===== config.mk =====
export PLATFORM = sky130hd
export DESIGN_NAME = wlf_mul
export DESIGN_NICKNAME = d
export VERILOG_FILES = /design/src/design/weighted_line_fit_macros.svh /design/src/design/wlf_pkg.sv /design/src/design/wlf_mul.sv
export SDC_FILE = /design/constraint.sdc
export NUM_CORES = 2
export LEC_CHECK = 0
export BUFFER_PORTS_ARGS = -buffer_cell sky130_fd_sc_hd__buf_2
export CAP_MARGIN = 20
export CORE_ASPECT_RATIO = 1.25
export CORE_UTILIZATION = 50
export DETAILED_ROUTE_END_ITERATION = 12
export PLACE_DENSITY = 0.68
export RECOVER_POWER = 50
export SETUP_SLACK_MARGIN = 0.5
export SYNTH_ARGS = -nofsm -noshare
export SYNTH_HDL_FRONTEND = slang
export SYNTH_SLANG_ARGS = --single-unit

===== constraint.sdc =====
create_clock -name i_clk -period 14.8 [get_ports i_clk]
set_input_delay 0.74 -clock i_clk [delete_from_list [all_inputs] [get_ports i_clk]]
set_output_delay 0.74 -clock i_clk [all_outputs]
set_load 0.01 [all_outputs]

===== src/design/weighted_line_fit_macros.svh =====
// Assertion macros used by the weighted line fit back end
`ifndef WEIGHTED_LINE_FIT_MACROS_SVH
`define WEIGHTED_LINE_FIT_MACROS_SVH

// Same-cycle implication, disabled while reset is low
`define WLF_ASSERT_IMP(label, clk, rst_n, ante, cons) \
    label: assert property (@(posedge clk) disable iff (!rst_n) (ante) |-> (cons)) \
        else $error("weighted_line_fit: same-cycle check failed");

// Next-cycle implication, disabled while reset is low
`define WLF_ASSERT_NXT(label, clk, rst_n, ante, cons) \
    label: assert property (@(posedge clk) disable iff (!rst_n) (ante) |=> (cons)) \
        else $error("weighted_line_fit: next-cycle check failed");

`endif


===== src/design/wlf_pkg.sv =====
// Shared constants and types of the weighted line fit
`default_nettype none

package wlf_pkg;

    localparam int FRAC_BITS      = 16;
    localparam int MAX_POINTS_DEF = 128;
    localparam int QDEPTH         = 2;
    localparam int QPTR_W         = $clog2(QDEPTH);
    localparam int DIV_CNT_W      = 8;

    // Classified point as it travels from the front to the back
    typedef struct packed {
        logic        acc;
        logic        last;
        logic        xn;
        logic        yn;
        logic [31:0] xm;
        logic [31:0] ym;
        logic [31:0] sigma;
    } t_item;

    typedef struct packed {
        logic        start;
        logic [63:0] a;
        logic [63:0] b;
    } t_mul_req;

    typedef struct packed {
        logic         busy;
        logic         done;
        logic [127:0] prod;
    } t_mul_rsp;

    typedef struct packed {
        logic                 start;
        logic [DIV_CNT_W-1:0] iters;
        logic [127:0]         num;
        logic [127:0]         den;
    } t_div_req;

    typedef struct packed {
        logic        busy;
        logic        done;
        logic [63:0] q;
    } t_div_rsp;

endpackage

`default_nettype wire


===== src/design/wlf_mul.sv =====
// Shared 64x64 unsigned multiplier, one 32x32 partial product a cycle
`default_nettype none

module wlf_mul (
    input  wire logic         i_clk,
    input  wire logic         i_rst_n,
    input  wlf_pkg::t_mul_req i_req,
    output wlf_pkg::t_mul_rsp o_rsp
);
    import wlf_pkg::*;

    logic [63:0]  r_a;
    logic [63:0]  r_b;
    logic [127:0] r_acc;
    logic [63:0]  r_pp;
    logic [1:0]   r_psh;
    logic         r_pv;
    logic [2:0]   r_ph;
    logic         r_busy;
    logic         r_done;
    logic [31:0]  a_part;
    logic [31:0]  b_part;
    logic [63:0]  n_pp;
    logic [1:0]   n_psh;
    logic [127:0] addend;

    assign a_part = r_ph[1] ? r_a[63:32] : r_a[31:0];
    assign b_part = r_ph[0] ? r_b[63:32] : r_b[31:0];
    assign n_pp   = a_part * b_part;
    assign n_psh  = 2'(r_ph[1]) + 2'(r_ph[0]);
    assign addend = {64'd0, r_pp} << {r_psh, 5'd0};

    assign o_rsp.busy = r_busy;
    assign o_rsp.done = r_done;
    assign o_rsp.prod = r_acc;

    always_ff @(posedge i_clk) begin
        if (!i_rst_n) begin
            r_busy <= 1'b0;
            r_done <= 1'b0;
            r_ph   <= '0;
            r_pv   <= 1'b0;
        end else begin
            r_done <= 1'b0;
            if (i_req.start) begin
                r_a    <= i_req.a;
                r_b    <= i_req.b;
                r_acc  <= '0;
                r_ph   <= '0;
                r_pv   <= 1'b0;
                r_busy <= 1'b1;
            end else if (r_busy) begin
                // fold the previous partial product while forming the next
                if (r_pv) begin
                    r_acc <= r_acc + addend;
                end
                if (r_ph != 3'd4) begin
                    r_pp  <= n_pp;
                    r_psh <= n_psh;
                    r_pv  <= 1'b1;
                    r_ph  <= r_ph + 3'd1;
                end else begin
                    r_pv   <= 1'b0;
                    r_busy <= 1'b0;
                    r_done <= 1'b1;
                end
            end
        end
    end

endmodule

`default_nettype wire


==> flow_summary.ini <==
[final_layout]
drive_above_1_share_pct = 6.65
finalNetCount = 7322
syn_to_final_growth_pct = 7.32

[cts]
cts.sinks = 328
clk_root_buffer_cell = clkbuf_16
cts_setup_buffers = 0
path_clk_slew_ns = 0.06
cts_buffers = 38
insertion_delay_ns = 0.65
cts_tree = built
ctsResizeCount = 0
clk_path_buf_depth = 3
cts_max_level = 2
hold_buffers = 0

[timing]
setup_viol = 0
max_freq_mhz = 88.0
finalCritPeriodShare_pct = 76.8
rsz0062_at_grt = false
min_period_ns = 11.37
fin_tns_setup_ns = 0
final_max_slew_viol_count = 313
relSlewSlack_pct = -175
finClkSkew_ns = 0.0320
tightest_slew_ns = 4.12
hold_viol = 0

[critical_path]
cp.depth = 27
crit_path_frequent_cell = fa_1
crit_family = adder cells
cpPeakStageDelay_ns = 1.48
crit_required_ns = 15.18
r2r-start = r_ph[1]
critPathArrivalTime_ns = 11.75
cp-start-kind = register
worst-path-max-fanout = 39
cp-end-kind = register
crit_path_top_delay_cell = dfxtp_1
cp_num_buf_inv = 5
path_class = reg -> reg
r2r_setup_slack_ns = 3.43
cp-startpoint = r_ph[1]
reg2regPathDepth = 27

[logic_synthesis]
synthArstFlopShare_pct = 0
ys_types = 87
synth_area_leaders = fa_1 (34%), edfxtp_1 (18%), ha_1 (9.2%)
synth_top_area_share_pct = 33.6
synth_area_um2 = 53500
ys_seq_area_share_pct = 18.3
synth_xor_area_share_pct = 3.03
ys_warn_count = 0
muxShareOfSynthArea_pct = 3.18
synth_edf_count = 322
synthSimpleGateAreaFrac_pct = 14.4
yosys_register_bits = 328
synth_compound_area_share_pct = 9.73
synth_fa_ha_area_share_pct = 42.7
synth_top_family_by_area = adder cells
synthesis.nets = 7235
synth-main-ff-cell = edfxtp_1
synth.avg_cell_area_um2 = 9.20
synthCells = 5815
yosys.area.top_type = fa_1

[detailed_routing]
viasPerCell = 5.95
wl_mm = 193
drc = 0
first_pass_iters = 6
routedWlPerCell_um = 26.3
drt_iter0_markers = 3662
vias = 43800
antenna_left = 0

[global_routing]
grt_pass1_wl_mm = 282
overflow = 0
met2_usage_pct = 58.3
grt_antenna_before_repair = 2
grt_use_met1_pct = 42.0
grt_pass1_vias = 44900
grt_start_max_net_pins = 85
top_usage_layer = met2
grt_use_met3_pct = 8.71
grtUsageTotal_pct = 36.0

[job]
maxCapViolCount = 5

[placement]
dp_hpwl_mm = 151
gp_congestion = 1.02
port_buffers = 260

[floorplan]
die_h_um = 368
initial_core_util_pct = 50.6
dieArea_um2 = 108000
die_width_um = 295
io_pins = 261
design.core.area_um2 = 106000
rows = 133

[run_status]
outcome = finished with violations
failed_checks = max-capacitance violations, max-slew violations

[worst_hold_path]
hold_class = in -> reg
holdPathStages = 1
min_from = i_req[24]
## cells in the mapped netlist (32+ instances only)
library cell    n
a21o_1        132
a21oi_1       266
a22o_1         32
and2_1         40
clkbuf_1      259
edfxtp_1      322
fa_1          897
ha_1          392
inv_1         934
mux2_2         55
mux2i_1        97
nand2_1       652
nand4_1        80
nor2_1        848
nor2b_1        55
o21ai_0       138
o21bai_1       53
xnor2_1       108
xor2_1         77
## flip-flops by register name, summed over array words and instances, names as in the netlist
name	flops
r_a	64
r_pv	1
r_b	64
r_busy	1
r_acc	128
r_ph	3
r_psh	2
r_pp	64
r_done	1
## layout make-up
cell class                      instances  area, um2
Tap cell                             1417       1770
Antenna cell                            4       10.0
Fill cell                            9701      48300
Clock buffer                           47       1010
Inverter                              934       3510
Sequential cell                       328       9790
Clock inverter                         19        233
Timing Repair Buffer                  337       1720
Multi-Input combinational cell       4263      39400
## through the flow
stage	hold slack (ns)	worst slack, ns	cell area, um2	utilization [%]	cells
after floorplan	0.447	5.90	53500	-	5815
after global placement	0.462	4.48	56300	53.3	7277
after detailed placement	0.464	4.44	56300	53.3	7277
after CTS	0.254	4.47	57500	54.4	7343
after global routing	0.257	3.17	57400	54.3	7345
final	0.287	3.43	57400	54.3	7349
## cells in the final DEF (no fill, tap or decap), types with 108 or more instances in the layout
cell / instances
o21ai_0: 138
xnor2_1: 108
a21o_1: 132
edfxtp_1: 322
clkbuf_1: 146
inv_1: 934
buf_2: 125
a21oi_1: 266
ha_1: 392
nand2_1: 652
nor2_1: 847
fa_1: 897
## layer usage
metal	share of wire (%)	routed length, um
met5	0.0057	11
met3	9.9	19100
met1	35	68400
met4	8.6	16600
met2	46	88800
## cells by family after synthesis
kind of cell,after synthesis
buffers and inverters,1224
AO/OA/AOI/OAI,801
flip-flops,328
multiplexers,162
adder cells (fa/ha/maj),1289
AND/OR/NAND/NOR,1826
XOR/XNOR,185
## final timing paths
check,end
worst max register to register,r_pp[62]
worst min-delay path,r_b[24]
worst max-delay path,r_pp[62]
worst min register to register,r_done
Power is left out: the tool's default activity adds up to more than one toggle a clock period on the data nets, which glitch-free logic cannot reach.
