`src/design/weighted_line_fit_macros.svh`:
```
// Assertion macros used by the weighted line fit back end
`ifndef WEIGHTED_LINE_FIT_MACROS_SVH
`define WEIGHTED_LINE_FIT_MACROS_SVH

// Same-cycle implication, disabled while reset is low
`define WLF_ASSERT_IMP(label, clk, rst_n, ante, cons) \
    label: assert property (@(posedge clk) disable iff (!rst_n) (ante) |-> (cons)) \
        else $error("weighted_line_fit: same-cycle check failed");

// Next-cycle implication, disabled while reset is low
`define WLF_ASSERT_NXT(label, clk, rst_n, ante, cons) \
    label: assert property (@(posedge clk) disable iff (!rst_n) (ante) |=> (cons)) \
        else $error("weighted_line_fit: next-cycle check failed");

`endif

```
`src/design/wlf_pkg.sv`:
```
// Shared constants and types of the weighted line fit
`default_nettype none

package wlf_pkg;

    localparam int FRAC_BITS      = 16;
    localparam int MAX_POINTS_DEF = 128;
    localparam int QDEPTH         = 2;
    localparam int QPTR_W         = $clog2(QDEPTH);
    localparam int DIV_CNT_W      = 8;

    // Classified point as it travels from the front to the back
    typedef struct packed {
        logic        acc;
        logic        last;
        logic        xn;
        logic        yn;
        logic [31:0] xm;
        logic [31:0] ym;
        logic [31:0] sigma;
    } t_item;

    typedef struct packed {
        logic        start;
        logic [63:0] a;
        logic [63:0] b;
    } t_mul_req;

    typedef struct packed {
        logic         busy;
        logic         done;
        logic [127:0] prod;
    } t_mul_rsp;

    typedef struct packed {
        logic                 start;
        logic [DIV_CNT_W-1:0] iters;
        logic [127:0]         num;
        logic [127:0]         den;
    } t_div_req;

    typedef struct packed {
        logic        busy;
        logic        done;
        logic [63:0] q;
    } t_div_rsp;

endpackage

`default_nettype wire

```
`src/design/wlf_front.sv`:
```
// Input side: accepts points, counts the set and classifies each point
`default_nettype none

module wlf_front #(
    parameter int MAX_POINTS = wlf_pkg::MAX_POINTS_DEF
) (
    input  wire logic                i_clk,
    input  wire logic                i_rst_n,
    input  wire logic                i_push,
    output logic                     o_full,
    input  wire logic signed [31:0]  i_x_value,
    input  wire logic signed [31:0]  i_y_value,
    input  wire logic        [31:0]  i_y_sigma,
    input  wire logic                i_last_point,
    input  wire logic                i_q_full,
    output logic                     o_q_push,
    output wlf_pkg::t_item           o_item
);
    import wlf_pkg::*;

    localparam int CNT_W = $clog2(MAX_POINTS + 1);

    logic [CNT_W-1:0] r_cnt;
    logic [31:0]      xu;
    logic [31:0]      yu;

    assign xu       = i_x_value;
    assign yu       = i_y_value;
    assign o_full   = i_q_full;
    assign o_q_push = i_push && !i_q_full;

    always_comb begin
        o_item.acc   = r_cnt < CNT_W'(MAX_POINTS);
        o_item.last  = i_last_point;
        o_item.xn    = xu[31];
        o_item.yn    = yu[31];
        o_item.xm    = xu[31] ? (~xu + 32'd1) : xu;
        o_item.ym    = yu[31] ? (~yu + 32'd1) : yu;
        o_item.sigma = i_y_sigma;
    end

    // Points past the limit still pass, flagged as not accumulated
    always_ff @(posedge i_clk) begin
        if (!i_rst_n) begin
            r_cnt <= '0;
        end else if (o_q_push) begin
            if (i_last_point) begin
                r_cnt <= '0;
            end else if (o_item.acc) begin
                r_cnt <= r_cnt + CNT_W'(1);
            end
        end
    end

endmodule

`default_nettype wire

```
`config.mk`:
```
export PLATFORM = sky130hd
export DESIGN_NAME = wlf_front
export DESIGN_NICKNAME = d
export VERILOG_FILES = /design/src/design/weighted_line_fit_macros.svh /design/src/design/wlf_pkg.sv /design/src/design/wlf_front.sv
export SDC_FILE = /design/constraint.sdc
export NUM_CORES = 1
export LEC_CHECK = 0
export ABC_CLOCK_PERIOD_IN_PS = 2610
export BUFFER_PORTS_ARGS = -buffer_cell sky130_fd_sc_hd__buf_4
export CAP_MARGIN = 20
export CORE_MARGIN = 2
export CORE_UTILIZATION = 37
export CTS_BUF_LIST = sky130_fd_sc_hd__clkbuf_16
export CTS_CLUSTER_DIAMETER = 200
export DETAILED_ROUTE_END_ITERATION = 16
export GPL_ROUTABILITY_DRIVEN = 0
export PLACE_DENSITY = 0.86
export REMOVE_ABC_BUFFERS = 1
export SETUP_SLACK_MARGIN = 0.15
export SLEW_MARGIN = 20
export SYNTH_ARGS = -nofsm -noshare
export SYNTH_HDL_FRONTEND = slang
export SYNTH_SLANG_ARGS = --single-unit
```
`constraint.sdc`:
```
create_clock -name i_clk -period 2.61 [get_ports i_clk]
set_input_delay 0.1305 -clock i_clk [delete_from_list [all_inputs] [get_ports i_clk]]
set_output_delay 0.1305 -clock i_clk [all_outputs]
set_load 0.02 [all_outputs]
```
==> results_dict.tcl <==
set metrics [dict create \
    hold_viol 0 \
    ys_seq_area_share_pct 7.87 \
    fmax_ghz 0.432 \
    worst_pin_slew_ps 565 \
    num_antenna_cells 0 \
    synth_top_cell_area_share_pct 25.4 \
    top_level_ports 203 \
    fp.dieH_um 78.2 \
    areaGrowthSynthToFinish_pct 43.8 \
    postSynthAreaPerCell_sq_um 7.40 \
    regMostFlops "r_cnt" \
    yosys_warnings 0 \
    finalSetupTns_ps 0 \
    largest_reg_flops 8 \
    cts_hold_buf 0 \
    grt_pass1_wl_mm 11.4 \
    grt_use_met3_pct 14.3 \
    final_cell_mix "buf_4 (140), xnor2_1 (59), nand2_1 (23)" \
    yosys.cell_types.count 35 \
    fin_crit_sh_pct 88.6 \
    clock-sinks 8 \
    reg2reg_to "r_cnt[6]" \
    netlist_area_sq_mm 0.00204 \
    clk_pin_slew_ps 40 \
    largestRegisters "r_cnt x8" \
    critPathKind "primary input to output pin" \
    cts_tree "built" \
    final_nets 473 \
    worstSetupEndpointType "output pin" \
    clockBufferDepth 2 \
    hold_depth 2 \
    synth_area_leaders "xnor2_1 (25%), buf_4 (14%), dfxtp_1 (7.9%)" \
    power.switching_mw 0.378 \
    grt_use_met1_pct 27.4 \
    critPathLaunchType "primary input" \
    die_x_um 78.2 \
    min_to "r_cnt[1]" \
    dp_hpwl_mm 6.26 \
    via_per_inst 5.37 \
    cts_resized 0 \
    root_buffer "clkbuf_16" \
    drive_gt1_share_pct 42.5 \
    rows 27 \
    rsz0062_at_grt "no" \
    drc 0 \
    worstHoldStart "i_rst_n" \
    regToRegStartpoint "r_cnt[2]" \
    fin_crit_ps 2310 \
    required_ps 2480 \
    clk_latency_ps 230 \
    skew_ps 1.72 \
    ctsHtreeMaxLevel 1 \
    setup_viol 0 \
    power_frac_clock_pct 26.1 \
    antenna_found_initial 0 \
    fin_util_pct 54.2 \
    grt_pass1_vias 2302 \
    core-area_sq_mm 0.00541 \
    internal_power_mw 0.604 \
    worstHoldPathType "primary input to flip-flop" \
    initial_core_util_pct 37.7 \
    seqPwrFrac_pct 12.8 \
    grt_usage_pct 23.4 \
    crit_arrival_ps 2180 \
    path_max_fanout 14 \
    port_buffers 138 \
    wl_mm 7.47 \
    gr-usage-met2_pct 37.2 \
    grt_busiest_layer "met2" \
    post_cts_buffers 0 \
    synthCells 275 \
    fin_hold_ws_ps 123 \
    numCtsBuffers 3 \
    vias 2358 \
    r2r_cells 4 \
    outcome "finished, final reports clean" \
    final_common_cell "buf_4" \
    rrSetupSlack_ps 1560 \
    slew-limit-headroom_pct 61.8 \
    wire_per_inst_um 17.0 \
    drtIter0Drc 50 \
    p_comb_share_pct 61.1 \
    grt.overflow.total 0 \
    synth_seq_cells 8 \
    grt_max_degree 34 \
    die_area_sq_mm 0.00611 \
    p_leak_nw 1.19 \
    dr.pass1.iters 4 \
    yosysTopAreaCell "xnor2_1" \
    swShare_pct 38.5 \
    drv_slew 0 \
    powerDensity_mw_per_mm2 335 \
    ir_drop_v 0.000288 \
    maxCapViolations 0 \
    detail-route-antenna-nets 0 \
]
power by group through the flow:
stage	combinational, mW	clock, mW	sequential, mW
after floorplan	0.281	0	0.127
after global placement	0.588	0	0.128
after CTS	0.599	0.260	0.126
after detailed placement	0.597	0	0.128
after global routing	0.639	0.269	0.126
final	0.600	0.256	0.126
cell usage after synthesis:
library cell  count
xnor2_1          59
buf_4            38
nand2_1          23
o31ai_1          17
o41ai_1          16
o21ai_0          13
nor2_1           10
nor3_1           10
dfxtp_1           8
nand4_1           8
clkbuf_1          7
inv_1             7
nand2b_1          6
nand3_1           6
or3_1             6
xor2_1            5
or2_2             4
and2_1            3
buf_1             3
ha_1              3
o41ai_2           3
or4_1             3
buf_2             2
nor2b_1           2
nor4_1            2
nor4b_1           2
a21oi_1           1
a32oi_1           1
and3_1            1
and4_1            1
buf_6             1
nor4bb_1          1
o41ai_4           1
or4_4             1
or4b_2            1
layout make-up:
class                           instances  area (sq um)
Fill cell                             534          2480
Tap cell                               72          90.1
Inverter                                7          26.3
Clock buffer                            3          75.1
Multi-Input combinational cell        209          1530
Sequential cell                         8           160
Timing Repair Buffer                  140          1050
kinds of logic (layout without fill, tap and decap cells):
| kind of cell | after synthesis | in the layout | share of synthesized area, % |
|---|---|---|---|
| DFF | 8 | 8 | 7.87 |
| AOI/OAI and AO/OA | 52 | 52 | 20.8 |
| buffers and inverters | 58 | 150 | 18.2 |
| xor gates and xnor gates | 64 | 64 | 27.5 |
| and+or+nand+nor | 90 | 90 | 23.8 |
| adders and majority gates | 3 | 3 | 1.84 |
worst max-delay path: stages:
cell	delay, ps
buf_4	120
or4_4	530
or4_1	420
buf_4	210
o41ai_1	440
xnor2_1	160
buf_4	160
per-stage QoR:
| step | worst slack (ps) | total power [mW] | instances | area, sq um |
|---|---|---|---|---|
| global route | 189 | 1.03 | 439 | 2930 |
| finish | 296 | 0.982 | 439 | 2930 |
| floorplan | 285 | 0.408 | 224 | 1690 |
| detailed placement | 232 | 0.725 | 436 | 2830 |
| global placement | 344 | 0.715 | 436 | 2830 |
| CTS | 216 | 0.985 | 439 | 2910 |
worst max-delay path by stage:
stage                 endpoint  slack (ps)     startpoint
floorplan           o_item[63]         290  i_y_value[14]
global placement    o_item[58]         340  i_y_value[14]
detailed placement  o_item[92]         230   i_x_value[1]
CTS                 o_item[92]         220   i_x_value[1]
global route        o_item[61]         190  i_y_value[14]
finish              o_item[60]         300  i_y_value[14]
layer usage:
layer	wire (um)	up-vias	part of all wire [%]
met4	40	0	0.54
met5	0	-	0
met2	3310	147	44
li1	-	1134	-
met1	3020	1073	40
met3	1100	4	15
No activity file was read; power rests on OpenSTA's default activity.
