--- src/design/weighted_line_fit_macros.svh ---
// Assertion macros used by the weighted line fit back end
`ifndef WEIGHTED_LINE_FIT_MACROS_SVH
`define WEIGHTED_LINE_FIT_MACROS_SVH

// Same-cycle implication, disabled while reset is low
`define WLF_ASSERT_IMP(label, clk, rst_n, ante, cons) \
    label: assert property (@(posedge clk) disable iff (!rst_n) (ante) |-> (cons)) \
        else $error("weighted_line_fit: same-cycle check failed");

// Next-cycle implication, disabled while reset is low
`define WLF_ASSERT_NXT(label, clk, rst_n, ante, cons) \
    label: assert property (@(posedge clk) disable iff (!rst_n) (ante) |=> (cons)) \
        else $error("weighted_line_fit: next-cycle check failed");

`endif

--- src/design/wlf_pkg.sv ---
// Shared constants and types of the weighted line fit
`default_nettype none

package wlf_pkg;

    localparam int FRAC_BITS      = 16;
    localparam int MAX_POINTS_DEF = 128;
    localparam int QDEPTH         = 2;
    localparam int QPTR_W         = $clog2(QDEPTH);
    localparam int DIV_CNT_W      = 8;

    // Classified point as it travels from the front to the back
    typedef struct packed {
        logic        acc;
        logic        last;
        logic        xn;
        logic        yn;
        logic [31:0] xm;
        logic [31:0] ym;
        logic [31:0] sigma;
    } t_item;

    typedef struct packed {
        logic        start;
        logic [63:0] a;
        logic [63:0] b;
    } t_mul_req;

    typedef struct packed {
        logic         busy;
        logic         done;
        logic [127:0] prod;
    } t_mul_rsp;

    typedef struct packed {
        logic                 start;
        logic [DIV_CNT_W-1:0] iters;
        logic [127:0]         num;
        logic [127:0]         den;
    } t_div_req;

    typedef struct packed {
        logic        busy;
        logic        done;
        logic [63:0] q;
    } t_div_rsp;

endpackage

`default_nettype wire

--- src/design/wlf_fifo.sv ---
// Short queue of classified points between front and back
`default_nettype none

module wlf_fifo (
    input  wire logic           i_clk,
    input  wire logic           i_rst_n,
    input  wire logic           i_push,
    input  wlf_pkg::t_item      i_item,
    output logic                o_full,
    input  wire logic           i_pop,
    output logic                o_empty,
    output wlf_pkg::t_item      o_item
);
    import wlf_pkg::*;

    localparam int CW = $clog2(QDEPTH + 1);

    t_item             r_mem [QDEPTH];
    logic [QPTR_W-1:0] r_wp;
    logic [QPTR_W-1:0] r_rp;
    logic [CW-1:0]     r_cnt;
    logic              do_push;
    logic              do_pop;

    assign o_full  = r_cnt == CW'(QDEPTH);
    assign o_empty = r_cnt == '0;
    assign o_item  = r_mem[r_rp];
    assign do_push = i_push && !o_full;
    assign do_pop  = i_pop && !o_empty;

    always_ff @(posedge i_clk) begin
        if (do_push) begin
            r_mem[r_wp] <= i_item;
        end
    end

    always_ff @(posedge i_clk) begin
        if (!i_rst_n) begin
            r_wp  <= '0;
            r_rp  <= '0;
            r_cnt <= '0;
        end else begin
            if (do_push) begin
                r_wp <= r_wp + QPTR_W'(1);
            end
            if (do_pop) begin
                r_rp <= r_rp + QPTR_W'(1);
            end
            if (do_push && !do_pop) begin
                r_cnt <= r_cnt + CW'(1);
            end else if (do_pop && !do_push) begin
                r_cnt <= r_cnt - CW'(1);
            end
        end
    end

endmodule

`default_nettype wire

--- config.mk ---
export PLATFORM = sky130hd
export DESIGN_NAME = wlf_fifo
export DESIGN_NICKNAME = d
export VERILOG_FILES = /design/src/design/weighted_line_fit_macros.svh /design/src/design/wlf_pkg.sv /design/src/design/wlf_fifo.sv
export SDC_FILE = /design/constraint.sdc
export NUM_CORES = 1
export LEC_CHECK = 0
export ABC_AREA = 1
export BUFFER_PORTS_ARGS = -buffer_cell sky130_fd_sc_hd__buf_2
export CORE_MARGIN = 1
export CORE_UTILIZATION = 48
export DETAILED_ROUTE_END_ITERATION = 7
export MAX_ROUTING_LAYER = met4
export PLACE_DENSITY = 0.8
export SLEW_MARGIN = 20
export SYNTH_ARGS = -nofsm -noshare
export SYNTH_HDL_FRONTEND = slang
export SYNTH_SLANG_ARGS = --single-unit
--- constraint.sdc ---
create_clock -name i_clk -period 5.8 [get_ports i_clk]
set_input_delay 1.16 -clock i_clk [delete_from_list [all_inputs] [get_ports i_clk]]
set_output_delay 1.16 -clock i_clk [all_outputs]
set_load 0.03 [all_outputs]
==> results of run 1 <==
[power breakdown]
part           switching, W  internal (W)  leakage (nW)
clock network      0.000501      0.000765         0.309
logic              0.000786      0.000516          1.65
registers          0.000103       0.00188          1.91
total               0.00139       0.00316          3.86
[flip-flops by register name (all words and copies together) (netlist names), named ones only]
| signal | flops |
|---|---|
| r_mem | 200 |
| r_wp | 1 |
| r_rp | 1 |
| r_cnt | 2 |
[cell type report]
type                    instances  area [sq um]
clock buffers                  28           562
repair buffers                209          1080
inverters                       9          33.8
well taps                     216           270
clock inverters                 7          87.6
flip-flops and latches        205          6110
fillers                      1157          6290
multi-input cells             124          1630
[metrics by stage]
stage                     util, %  setup TNS, ps  hold WS [ps]  cells
after floorplan                 -         -29740           467    349
after global placement       56.8              0           485    763
after detailed placement     56.8              0           492    763
after CTS                    60.9              0           520    798
after global routing         60.9              0           567    798
final                        60.9              0           527    798
[metal layers]
layer | vias to the layer above | share of wire (%) | global-route usage (%)
met2 | 166 | 52 | 28.3
li1 | 1797 | - | -
met1 | 1921 | 39 | 17.9
met3 | 21 | 7.2 | 3.50
met4 | 0 | 1.5 | 5.41
met5 | - | 0 | -
[cells by family after synthesis]
logic type	share of synthesized area (%)
fa+ha+maj	0.157
buf+inv	3.08
mux	18.9
simple gates	0.943
flops	76.7
compound gates	0.298
[worst max-delay path, stage by stage, from the launching register on]
cell	delay, ps
dfxtp_4	850
buf_12	440
mux2_4	350
buf_2	180
[worst min-delay path by stage]
stage,start,end,slack [ps],depth (start not counted)
finish,r_rp,flop,530,2
global route,r_rp,flop,570,2
CTS,r_rp,flop,520,2
detailed placement,r_rp,flop,490,2
global placement,r_rp,flop,480,2
floorplan,r_rp,flop,470,2
[cells in the final DEF, fill, tap and decap left out, types with 4 or more instances in the layout]
cell type	synthesis	routed
nand2_1	6	6
edfxtp_1	200	200
inv_1	9	9
clkbuf_16	0	21
dfxtp_1	5	4
buf_2	0	205
clkbuf_1	0	6
mux2_4	100	100
nor2_1	11	9
==> impl_metrics.ini, run 1 <==
[run_status]
status = complete, no violations

[place]
gp_congestion = 0.709
place.detailed.hpwl_um = 9210
dpl_worst_slack_ps = 2660
placed_cell_area_sq_um = 9120
portBuffers = 205

[die]
core_area_sq_um = 16100
dieArea_sq_um = 17100
row_count = 46
die_x_um = 131
ios = 206
dieHeight_um = 131
initial_utilization_pct = 49.6

[global_route]
grt-ovfl-total = 0
grt_usage_pct = 16.0
grt_pass1_vias = 4064
antenna_found_initial = 0
grt_max_degree = 82
grt_pass1_wl_um = 20200

[sta]
post-route-period-util_pct = 61.0
finalSetupViolCount = 0
rsz0062_at_grt = no
layout_setup_ws_ps = 2260
tightestPinTransition_ps = 878
max_freq_mhz = 283
clock_skew_ps = 4.80
period_minus_slack_ps = 3540
drv_slew = 0
slew_headroom_pct = 41.3
hold_viol = 0

[detailed_routing]
via_per_inst = 4.89
wire_per_inst_um = 17.2
drt_iter0_markers = 192
routed_wl_um = 13700
ant_nets = 0
dr.pass1.iters = 6
via_count = 3905
drc_errors = 0

[power_and_ir_drop]
vdd_drop_max_v = 0.000321
total_power_w = 0.00455
powerDensity_nw_per_um2 = 465
leakagePower_nw = 3.86

[setup_path]
r2r_setup_slack_ps = 3530
end_kind = output pin
required_ps = 4640
critPathKind = reg -> out
worstPathMaxFanout = 59
worst_r2r_path_depth = 3
cp-start-kind = flop
crit_arrival_ps = 2380
crit_end = o_item[50]
reg2reg_to = r_mem[0][54]
r2r_start = r_cnt[0]

[yosys]
synthTopCellsByArea = edfxtp_1 (75%), mux2_4 (19%), buf_12 (2.5%)
ys_seq_elements = 205
synth_common_cells = edfxtp_1 (200), mux2_4 (100), nor2_1 (11), buf_12 (10), inv_1 (9)
synthFlopType = edfxtp_1
yosys_warnings = 0
synth_most_common_cell = edfxtp_1
synth_top_area_share_pct = 75.4
synth_edf_count = 200
synth-async-reset-ratio_pct = 0
syn_nets = 454
yosys.area.top_type = edfxtp_1
syn_inst = 349
syn-mean-instance-area_sq_um = 22.8
synth_cell_types = 14
ys_seq_area_share_pct = 76.7
netlist_area_sq_um = 7960

[cells_and_area]
nNetsFinal = 675
n_antenna_cell = 0
drive_gt1_share_pct = 58.4
design_area_sq_um = 9770
area_delta_synth_final_pct = 22.7

[clock_tree]
clock_latency_ps = 470
htreeDepth = 1
clk_pin_slew_worst_paths_ps = 50
holdBufCountCts = 0
cts_tree = done
cts_max_path_buffers = 3
cts_buffers = 21
post-cts-setup-buffers = 0
clock-root-buffer = clkbuf_16
cts_resized = 0
clkSinkCount = 205

[hold_path]
hp-class = reg -> reg

[job]
drv_cap = 0
Power figures use the tool's default switching activity.
==> inputs of run 2 (changes only) <==
Settings changed: ABC_AREA 1 to 0, CORE_UTILIZATION 48 to 47.
Clock period 5.8 ns to 3.1 ns, I/O delays scaled along.
==> impl_metrics.ini, run 2 <==
[setup_path]
slowest_stage = dfxtp_4
end_kind = output pin
reg2reg_to = r_mem[1][90]
cp-start-kind = flop
cp_cell_sequence = buf_4, mux2_2, buf_2
worst_r2r_path_depth = 3
critPathKind = reg -> out
crit_end = o_item[52]
crit_arrival_ps = 2020
r2r_start = r_cnt[0]
worstPathMaxFanout = 31
required_ps = 2480
r2r_setup_slack_ps = 1360
cpPeakStageDelay_ps = 520

[detailed_routing]
drc_errors = 0
drt_iter0_markers = 201
via_per_inst = 4.91
routed_wl_um = 13400
wire_per_inst_um = 17.0
via_count = 3857
ant_nets = 0
dr.pass1.iters = 4

[cells_and_area]
post-route-util_pct = 61.3
top_regs = r_mem (200), r_cnt (2)
final_common_cell = buf_2
drive_gt1_share_pct = 60.5
area_delta_synth_final_pct = 26.0
nNetsFinal = 665
top_register = r_mem
design_area_sq_um = 9380
n_antenna_cell = 0
largest_reg_flops = 200
final_cell_mix = buf_2 (205), edfxtp_1 (200), mux2_2 (100), clkbuf_16 (21)

[hold_path]
hp-class = in -> reg

[clock_tree]
cts_resized = 0
clkSinkCount = 205
cts_buffers = 21
post-cts-setup-buffers = 0
cts_tree = done
clock_latency_ps = 470
holdBufCountCts = 0
cts_max_path_buffers = 3
clk_pin_slew_worst_paths_ps = 60
clock-root-buffer = clkbuf_16
htreeDepth = 1

[die]
die_x_um = 128
core_area_sq_um = 15300
initial_utilization_pct = 48.6
row_count = 45
dieArea_sq_um = 16300
dieHeight_um = 128
ios = 206

[sta]
slew_headroom_pct = 71.6
rsz0062_at_grt = no
hold_viol = 0
tightestPinTransition_ps = 426
finalSetupViolCount = 0
post-route-period-util_pct = 85.1
clock_skew_ps = 3.99
period_minus_slack_ps = 2640
drv_slew = 0
max_freq_mhz = 379

[run_status]
status = complete, no violations

[place]
gp_congestion = 0.778
placed_cell_area_sq_um = 8770
portBuffers = 205
place.detailed.hpwl_um = 8730

[yosys]
synthTopCellsByArea = edfxtp_1 (81%), mux2_2 (15%), dfxtp_1 (1.3%)
synth_edf_count = 200
ys_seq_elements = 205
syn_inst = 336
syn-mean-instance-area_sq_um = 22.2
ys_seq_area_share_pct = 82.0
synth_common_cells = edfxtp_1 (200), mux2_2 (100), buf_4 (10), dfxtp_1 (5), and2_1 (3)
syn_nets = 441
synth_top_area_share_pct = 80.7
synth-async-reset-ratio_pct = 0
yosys.area.top_type = edfxtp_1
netlist_area_sq_um = 7450
yosys_warnings = 0
synth_cell_types = 21
synth_most_common_cell = edfxtp_1
synthFlopType = edfxtp_1

[job]
drv_cap = 0

[power_and_ir_drop]
leakagePower_nw = 3.48
vdd_drop_max_v = 0.000552
powerDensity_nw_per_um2 = 885

[global_route]
antenna_found_initial = 0
grt_max_degree = 75
grt_usage_pct = 16.4
grt_pass1_vias = 4067
grt_pass1_wl_um = 20000
grt-ovfl-total = 0
run 2: area by class of cell:
cell class	count	area (sq um)
multi-input cells	118	1260
flip-flops and latches	205	6110
well taps	211	264
fillers	1149	5930
repair buffers	212	1120
clock buffers	23	533
clock inverters	14	73.8
inverters	2	20.0
run 2: report_power, final:
part	total [W]	internal, W	switching (W)
combinational	0.00248	0.000875	0.00161
sequential	0.00361	0.00348	0.000131
clock	0.00220	0.00124	0.000961
total	0.00830	0.00560	0.00270
run 2: worst max-delay path, delay by kind of cell (launching register included):
family,cells,cell delay (ps)
mux,1,390
buf+inv,2,610
flops,1,520
run 2: how the worst min path moves through the flow:
| stage | start | endpoint | cells after the start | slack (ps) |
|---|---|---|---|---|
| after floorplan | r_cnt[1] | r_cnt[1] | 2 | 480 |
| after global placement | r_cnt[1] | r_cnt[1] | 2 | 500 |
| after detailed placement | r_cnt[1] | r_cnt[1] | 2 | 520 |
| after CTS | i_item[45] | r_mem[1][45] | 1 | 310 |
| after global routing | i_item[37] | r_mem[1][37] | 1 | 300 |
| final | i_item[11] | r_mem[0][11] | 1 | 330 |
run 2: routing by layer:
metal  routed length [um]  vias to the layer above  track usage [%]
li1                     -                     1782                -
met4                  434                        0             6.64
met5                    0                        -                -
met1                 5340                     1873             19.0
met2                 6740                      165             27.9
met3                  852                       37             3.80
run 2: cell families after synthesis:
kind of cell / share of synthesized area, %
flops: 82.0
mux: 15.1
buf+inv: 1.18
simple gates: 0.740
compound gates: 0.437
xor+xnor: 0.353
fa+ha+maj: 0.168
run 2: stage by stage:
step | hold slack (ps) | TNS (ps) | cells | setup WS, ps | total power [W]
6_report | 330 | 0 | 785 | 463 | 0.00830
4_1_cts | 308 | 0 | 785 | 425 | 0.00840
5_1_grt | 305 | 0 | 785 | 353 | 0.00865
2_1_floorplan | 483 | -40280 | 336 | -400 | 0.00551
3_5_place_dp | 521 | 0 | 748 | 947 | 0.00617
3_3_place_gp | 500 | 0 | 748 | 1010 | 0.00612
