==> config.mk <==
export PLATFORM = sky130hd
export DESIGN_NAME = wlf_div
export DESIGN_NICKNAME = d
export VERILOG_FILES = /design/src/design/weighted_line_fit_macros.svh /design/src/design/wlf_pkg.sv /design/src/design/wlf_div.sv
export SDC_FILE = /design/constraint.sdc
export NUM_CORES = 1
export LEC_CHECK = 0
export BUFFER_PORTS_ARGS = -buffer_cell sky130_fd_sc_hd__buf_4
export CORE_ASPECT_RATIO = 2
export CORE_MARGIN = 2
export CORE_UTILIZATION = 54
export DETAILED_ROUTE_END_ITERATION = 8
export PLACE_DENSITY = 0.75
export SLEW_MARGIN = 10
export SYNTH_ARGS = -nofsm -noshare
export SYNTH_HDL_FRONTEND = slang
export SYNTH_SLANG_ARGS = --single-unit
==> constraint.sdc <==
create_clock -name i_clk -period 8.85 [get_ports i_clk]
set_input_delay 0.885 -clock i_clk [delete_from_list [all_inputs] [get_ports i_clk]]
set_output_delay 0.885 -clock i_clk [all_outputs]
set_load 0.1 [all_outputs]
==> src/design/weighted_line_fit_macros.svh <==
// Assertion macros used by the weighted line fit back end
`ifndef WEIGHTED_LINE_FIT_MACROS_SVH
`define WEIGHTED_LINE_FIT_MACROS_SVH

// Same-cycle implication, disabled while reset is low
`define WLF_ASSERT_IMP(label, clk, rst_n, ante, cons) \
    label: assert property (@(posedge clk) disable iff (!rst_n) (ante) |-> (cons)) \
        else $error("weighted_line_fit: same-cycle check failed");

// Next-cycle implication, disabled while reset is low
`define WLF_ASSERT_NXT(label, clk, rst_n, ante, cons) \
    label: assert property (@(posedge clk) disable iff (!rst_n) (ante) |=> (cons)) \
        else $error("weighted_line_fit: next-cycle check failed");

`endif

==> src/design/wlf_pkg.sv <==
// Shared constants and types of the weighted line fit
`default_nettype none

package wlf_pkg;

    localparam int FRAC_BITS      = 16;
    localparam int MAX_POINTS_DEF = 128;
    localparam int QDEPTH         = 2;
    localparam int QPTR_W         = $clog2(QDEPTH);
    localparam int DIV_CNT_W      = 8;

    // Classified point as it travels from the front to the back
    typedef struct packed {
        logic        acc;
        logic        last;
        logic        xn;
        logic        yn;
        logic [31:0] xm;
        logic [31:0] ym;
        logic [31:0] sigma;
    } t_item;

    typedef struct packed {
        logic        start;
        logic [63:0] a;
        logic [63:0] b;
    } t_mul_req;

    typedef struct packed {
        logic         busy;
        logic         done;
        logic [127:0] prod;
    } t_mul_rsp;

    typedef struct packed {
        logic                 start;
        logic [DIV_CNT_W-1:0] iters;
        logic [127:0]         num;
        logic [127:0]         den;
    } t_div_req;

    typedef struct packed {
        logic        busy;
        logic        done;
        logic [63:0] q;
    } t_div_rsp;

endpackage

`default_nettype wire

==> src/design/wlf_div.sv <==
// Shared restoring divider, one quotient bit a cycle, saturating 64-bit quotient
`default_nettype none

module wlf_div (
    input  wire logic         i_clk,
    input  wire logic         i_rst_n,
    input  wlf_pkg::t_div_req i_req,
    output wlf_pkg::t_div_rsp o_rsp
);
    import wlf_pkg::*;

    logic [127:0]         r_rem;
    logic [127:0]         r_num;
    logic [127:0]         r_den;
    logic [63:0]          r_q;
    logic                 r_sat;
    logic                 r_dz;
    logic [DIV_CNT_W-1:0] r_cnt;
    logic                 r_busy;
    logic                 r_done;
    logic [127:0]         sh;
    logic [127:0]         diff;
    logic                 ge;

    assign sh   = {r_rem[126:0], r_num[127]};
    assign ge   = r_rem[127] || (sh >= r_den);
    assign diff = sh - r_den;

    assign o_rsp.busy = r_busy;
    assign o_rsp.done = r_done;
    assign o_rsp.q    = (r_sat || r_dz) ? '1 : r_q;

    always_ff @(posedge i_clk) begin
        if (!i_rst_n) begin
            r_busy <= 1'b0;
            r_done <= 1'b0;
            r_cnt  <= '0;
        end else begin
            r_done <= 1'b0;
            if (i_req.start) begin
                r_num  <= i_req.num;
                r_den  <= i_req.den;
                r_rem  <= '0;
                r_q    <= '0;
                r_sat  <= 1'b0;
                r_dz   <= i_req.den == '0;
                r_cnt  <= i_req.iters;
                r_busy <= 1'b1;
            end else if (r_busy) begin
                r_rem <= ge ? diff : sh;
                r_num <= {r_num[126:0], 1'b0};
                // a bit shifted out of the quotient means overflow
                r_sat <= r_sat | r_q[63];
                r_q   <= {r_q[62:0], ge};
                r_cnt <= r_cnt - DIV_CNT_W'(1);
                if (r_cnt == DIV_CNT_W'(1)) begin
                    r_busy <= 1'b0;
                    r_done <= 1'b1;
                end
            end
        end
    end

endmodule

`default_nettype wire

==> results of run 1 <==
## report_power, final
group | internal, mW | switching, mW | total [mW]
Combinational | 0.687 | 1.23 | 1.91
Clock | 1.04 | 0.880 | 1.92
Sequential | 2.63 | 0.0795 | 2.71
## synth_stat cells (all sizes together) (32+ instances only)
library cell	count	area share, %
a21o	60	1.6
a21oi	283	5.1
xnor2	70	2.2
ha	130	5.9
nand4	78	1.8
clkbuf	118	1.6
edfxtp	450	49
o21bai	42	1.1
mux2	127	5.2
o21ai	116	2.2
nand2	337	4.6
or3	73	1.6
nor2	166	2.2
nor2b	78	1.8
inv	166	2.2
a211oi	39	1.1
xor2	51	1.6
nor4	43	1.0
nand3	32	0.58
## metrics by stage
step / utilization, % / power [mW]
after detailed placement: 60.3 / 4.62
after floorplan: - / 4.05
after global routing: 63.1 / 6.80
final: 63.1 / 6.54
after CTS: 63.1 / 6.53
after global placement: 60.3 / 4.59
## area by class of cell
| cell class | instances | share of cell area, % |
|---|---|---|
| sequential | 460 | 42.8 |
| multi-input combinational | 1966 | 40.0 |
| timing repair buffer | 350 | 8.22 |
| clock buffer | 45 | 3.32 |
| tap | 654 | 2.55 |
| inverter | 166 | 1.94 |
| clock inverter | 33 | 1.14 |
| antenna | 2 | 0.0156 |
## flip-flops by register name, summed over array words and instances, names as in the netlist
| register | flops |
|---|---|
| r_den | 128 |
| r_num | 128 |
| r_rem | 128 |
| r_q | 64 |
| r_cnt | 8 |
| r_busy | 1 |
| r_done | 1 |
| r_dz | 1 |
| r_sat | 1 |
## path summary, 6_finish.rpt
check	startpoint	depth (start not counted)	slack (ps)	endpoint
worst max-delay path	r_rem[98]	12	3740	r_rem[122]
worst min-delay path	i_req[104]	1	470	r_den[104]
worst max register to register	r_rem[98]	12	3740	r_rem[122]
worst min register to register	r_num[45]	1	550	r_num[46]
## worst register-to-register path, delay by kind of cell (launching register included)
family	cells	cell delay, ps
adder cells (fa/ha/maj)	1	430
AO/OA/AOI/OAI	8	2320
flip-flops	1	420
AND/OR/NAND/NOR	3	1810
## kinds of logic after synthesis
logic type	after synthesis	synth area share, %
compound gates	687	15.5
xor+xnor	121	3.82
fa+ha+maj	131	5.93
buf+inv	313	4.50
flops	460	49.4
mux	128	5.19
simple gates	899	15.7
## metal layers
layer | up-vias | routed length (um) | track usage, %
met1 | 10718 | 28000 | 30.6
met5 | - | 0 | 0
met3 | 367 | 5040 | 5.84
li1 | 10533 | - | -
met2 | 952 | 46900 | 61.1
met4 | 0 | 8680 | 26.8
==> impl_metrics.py, run 1 <==
metrics = {
    "pwr": {
        "peakVddDrop_uv": 192,
        "powerDensity_nw_per_um2": 204,
        "p_leak_nw": 12.6,
    },
    "layout": {
        "nets": 3384,
        "final_cell_mix": "edfxtp_1, buf_4, nand2_1, a21oi_1, nor2_1",
        "drive_gt1_share_pct": 19.0,
        "final_common_cell": "edfxtp_1",
        "n_fill_cell": 4192,
        "fin_cells": 3676,
        "post-route-cell-area_um2": 32000,
        "multiInputGateArea_um2": 12800,
        "seq_area_um2": 13700,
        "areaGrowthSynthToFinish_pct": 15.5,
    },
    "grt": {
        "grt_pass1_vias": 23746,
        "grt_pass1_wl_mm": 133,
        "antenna_found_initial": 3,
        "overflow": 0,
        "grt_usage_pct": 33.0,
        "grt_max_degree": 137,
    },
    "floorplan": {
        "initial_core_util_pct": 54.6,
        "ios": 333,
        "die-area_um2": 53300,
        "rows": 117,
        "die_w_um": 164,
        "dieHeight_um": 325,
        "core_area_um2": 50800,
    },
    "clock_tree": {
        "cts_max_level": 2,
        "cts_hold_buf": 0,
        "cts_setup_buffers": 0,
        "numCtsBuffers": 42,
        "cts_root_buf": "clkbuf_16",
        "clk_pin_slew_ps": 70,
        "clock_latency_ps": 600,
        "clock_sinks": 460,
        "clockBufferDepth": 3,
        "cts_tree": "yes",
        "cts_resized": 0,
    },
    "setup_path": {
        "crit_path_start_kind": "flip-flop",
        "cp_max_fo": 136,
        "crit_family": "compound AO/OA/AOI/OAI gates",
        "crit_type": "flip-flop to flip-flop",
        "cp.arrival_ps": 5580,
        "path_buf_inv": 0,
        "crit_path_max_incr_delay_ps": 1050,
        "cp_slowest_cell": "nor2_1",
        "path_cells": "ha_1 -> a21oi_1 -> o21ai_0 -> a21oi_1 -> nor3_1 -> a311o_1 -> a21oi_1 -> o21ai_0 -> a21oi_1 -> nand2_8 -> nor2_1 -> a22o_1",
        "crit_path_frequent_cell": "a21oi_1",
        "cp.required_ps": 9320,
        "cp-end-kind": "flip-flop",
    },
    "routing": {
        "drt_iter0_drc": 1563,
        "ant_nets": 0,
        "via_per_inst": 6.14,
        "vias": 22570,
        "routed_wl_mm": 88.6,
        "firstDrtPassIters": 8,
        "remaining_drc_errors": 0,
        "wl_per_cell_um": 24.1,
    },
    "sta": {
        "fin_tns_setup_ps": 0,
        "worst_pin_slew_ps": 1210,
        "finalSetupViolations": 0,
        "slew_headroom_pct": 18.4,
        "fin_crit_ps": 5120,
        "slew_viol_final": 0,
        "holdWs_ps": 473,
        "final-hold-violation-count": 0,
        "min_period_over_period_pct": 57.8,
        "rsz0062_at_grt": "no",
        "max_freq_mhz": 196,
        "fin_ws_ps": 3740,
        "fin_skew_ps": 28.0,
    },
    "yosys": {
        "netlist_instances": 2739,
        "ys_seq_area_share_pct": 49.4,
        "syn_area_um2": 27700,
        "ys_warn_count": 0,
        "synth_flop_cell": "edfxtp_1",
        "yosysUniqueCellTypes": 82,
        "ys_seq_elements": 460,
        "syn_avg_cell_area_um2": 10.1,
        "async_reset_ff_share_pct": 0,
        "synth-edff-count": 450,
        "synth_fp_nets": 3137,
    },
    "status": {
        "status": "completed",
    },
    "placement": {
        "place_congestion": 1.03,
        "place_hpwl_mm": 68.2,
        "portBuffers": 332,
        "dp_cells": 3596,
        "placed_area_um2": 30600,
        "pre_cts_ws_ps": 3810,
    },
    "run": {
        "drv_cap": 0,
    },
    "min_path": {
        "hold_class": "input pin to flip-flop",
    },
}
Note: power is estimated with default switching activity, not from simulation.
==> run 2: changes to the inputs <==
--- a/config.mk
+++ b/config.mk
@@ -10,7 +10,7 @@
 export CORE_MARGIN = 2
 export CORE_UTILIZATION = 54
 export DETAILED_ROUTE_END_ITERATION = 8
-export PLACE_DENSITY = 0.75
+export PLACE_DENSITY = 0.72
 export SLEW_MARGIN = 10
 export SYNTH_ARGS = -nofsm -noshare
 export SYNTH_HDL_FRONTEND = slang
==> constraint.sdc (replaced) <==
create_clock -name i_clk -period 5 [get_ports i_clk]
set_input_delay 0.5 -clock i_clk [delete_from_list [all_inputs] [get_ports i_clk]]
set_output_delay 0.5 -clock i_clk [all_outputs]
set_load 0.1 [all_outputs]
==> run 2 against run 1 <==
Compared with the run above:
- fmax is 11% higher
- wire length is 2.6% higher
- final cell count is 0.44% higher
- sequential power is 76% higher
- combinational power is 82% higher
- clock power is 77% higher
- first-iteration DRC count is 2.5% higher
- via count is 0.92% higher
- clock skew is 10 ps lower
- utilization is 0.39 points higher
==> impl_metrics.py, run 2 (same netlist as run 1, synthesis figures left out) <==
metrics = {
    "floorplan": {
        "rows": 117,
        "dieHeight_um": 325,
        "core_area_um2": 50800,
        "die-area_um2": 53300,
        "die_w_um": 164,
        "initial_core_util_pct": 54.6,
        "ios": 333,
    },
    "run": {
        "drv_cap": 0,
    },
    "placement": {
        "portBuffers": 332,
        "pre_cts_ws_ps": 660,
        "dp_cells": 3614,
        "place_congestion": 1.10,
        "place_hpwl_mm": 69.3,
    },
    "grt": {
        "grt_pass1_vias": 23673,
        "grt_usage_pct": 33.7,
        "antenna_found_initial": 0,
        "grt_pass1_wl_mm": 135,
        "grt_max_degree": 130,
        "overflow": 0,
    },
    "sta": {
        "slew_viol_final": 0,
        "worst_pin_slew_ps": 1240,
        "fin_skew_ps": 17.8,
        "finalSetupViolations": 0,
        "max_freq_mhz": 217,
        "min_period_over_period_pct": 92.2,
        "fin_tns_setup_ps": 0,
        "rsz0062_at_grt": "no",
        "final-hold-violation-count": 0,
        "holdWs_ps": 85.7,
        "fin_crit_ps": 4610,
        "fin_ws_ps": 388,
        "slew_headroom_pct": 16.6,
    },
    "setup_path": {
        "cp-end-kind": "flip-flop",
        "timing.rr.start": "r_rem[85]",
        "cp.required_ps": 5430,
        "r2r_cells": 11,
        "cp_max_fo": 74,
        "cp.arrival_ps": 5050,
        "crit_path_start_kind": "flip-flop",
        "regToRegEndpoint": "r_rem[72]",
        "ff2ff_setup_slack_ps": 390,
        "crit_type": "flip-flop to flip-flop",
    },
    "routing": {
        "routed_wl_mm": 90.9,
        "ant_nets": 0,
        "via_per_inst": 6.17,
        "vias": 22778,
        "firstDrtPassIters": 6,
        "drt_iter0_drc": 1602,
        "wl_per_cell_um": 24.6,
        "remaining_drc_errors": 0,
    },
    "pwr": {
        "peakVddDrop_uv": 352,
        "intPower_mw": 7.73,
        "seqPwrFrac_pct": 41.1,
        "combPwrFrac_pct": 29.8,
        "power_switching_share_pct": 33.6,
        "p_leak_nw": 12.7,
        "clkPwrFrac_pct": 29.1,
        "p_sw_mw": 3.91,
        "powerDensity_nw_per_um2": 361,
    },
    "clock_tree": {
        "clockBufferDepth": 3,
        "cts_setup_buffers": 0,
        "clock_sinks": 460,
        "cts_root_buf": "clkbuf_16",
        "clk_pin_slew_ps": 70,
        "cts_resized": 0,
        "cts_hold_buf": 0,
        "clock_latency_ps": 600,
        "numCtsBuffers": 42,
        "cts_tree": "yes",
        "cts_max_level": 2,
    },
    "status": {
        "status": "completed",
    },
    "layout": {
        "areaGrowthSynthToFinish_pct": 16.2,
        "final_cell_mix": "edfxtp_1, buf_4, nand2_1, a21oi_1, nor2_1",
        "seq_area_um2": 13700,
        "final_common_cell": "edfxtp_1",
        "fin_cells": 3692,
        "nets": 3402,
        "antennaDiodeCount": 0,
        "drive_gt1_share_pct": 19.5,
        "reg_top3": "r_den: 128 flops, r_num: 128 flops, r_rem: 128 flops",
        "n_fill_cell": 4175,
        "multiInputGateArea_um2": 12800,
    },
    "min_path": {
        "min_from": "i_req[104]",
        "hold_class": "input pin to flip-flop",
        "min_to": "r_den[104]",
        "worstHoldPathCells": 1,
    },
}
run 2: changes by cell type in the layout (fill, tap and decap cells not counted), moves of 2 or more:
cell | previous run | this run
buf_4 | 349 | 359
buf_12 | 0 | 8
clkinv_2 | 5 | 8
diode_2 | 2 | 0
inv_6 | 3 | 1
run 2: metrics by stage:
step | utilization [%] | power [mW] | instance area (um2)
2_1_floorplan | - | 7.15 | 27800
3_3_place_gp | 60.7 | 8.21 | 30800
3_5_place_dp | 60.7 | 8.25 | 30800
4_1_cts | 63.5 | 11.6 | 32200
5_1_grt | 63.5 | 12.1 | 32200
6_report | 63.5 | 11.6 | 32200
run 2: power by group through the flow:
stage	combinational [mW]	clock, mW	sequential [mW]
final	3.47	3.39	4.78
after global routing	3.73	3.56	4.81
after CTS	3.41	3.44	4.78
after detailed placement	3.39	0	4.86
after global placement	3.36	0	4.85
after floorplan	2.33	0	4.82
run 2: worst max-delay path by stage:
stage                           from        end  slack (ps)  depth (start not counted)
after floorplan           i_req[264]   r_den[0]         150                          4
after global placement     r_rem[85]  r_rem[31]         680                         11
after detailed placement   r_rem[85]  r_rem[72]         660                         11
after CTS                  r_rem[85]  r_rem[72]         650                         11
after global routing       r_rem[85]  r_rem[31]         280                         11
final                      r_rem[85]  r_rem[72]         390                         11
run 2: metal layers:
metal  vias up  GRT usage, %  part of all wire, %
li1      10578             -                    -
met1     10932          30.9                   31
met2       929          63.0                   53
met3       339          6.28                  5.8
met4         0          26.4                  9.3
met5         -             0                    0
run 2: final cells by class:
type,count,share of cell area (%)
clock buffer,44,3.28
timing repair buffer,368,8.90
inverter,166,1.93
clock inverter,34,1.07
tap,654,2.54
multi-input combinational,1966,39.7
sequential,460,42.5
run 2: critical path, stage by stage, from the launching register on:
cell and delay, ps:
edfxtp_1 450, ha_1 510, inv_1 180, nor3_1 780, and3_1 450, inv_1 90
nor4_1 510, nand3_1 250, and2_2 260, buf_12 200, or4_1 560, a21oi_1 160
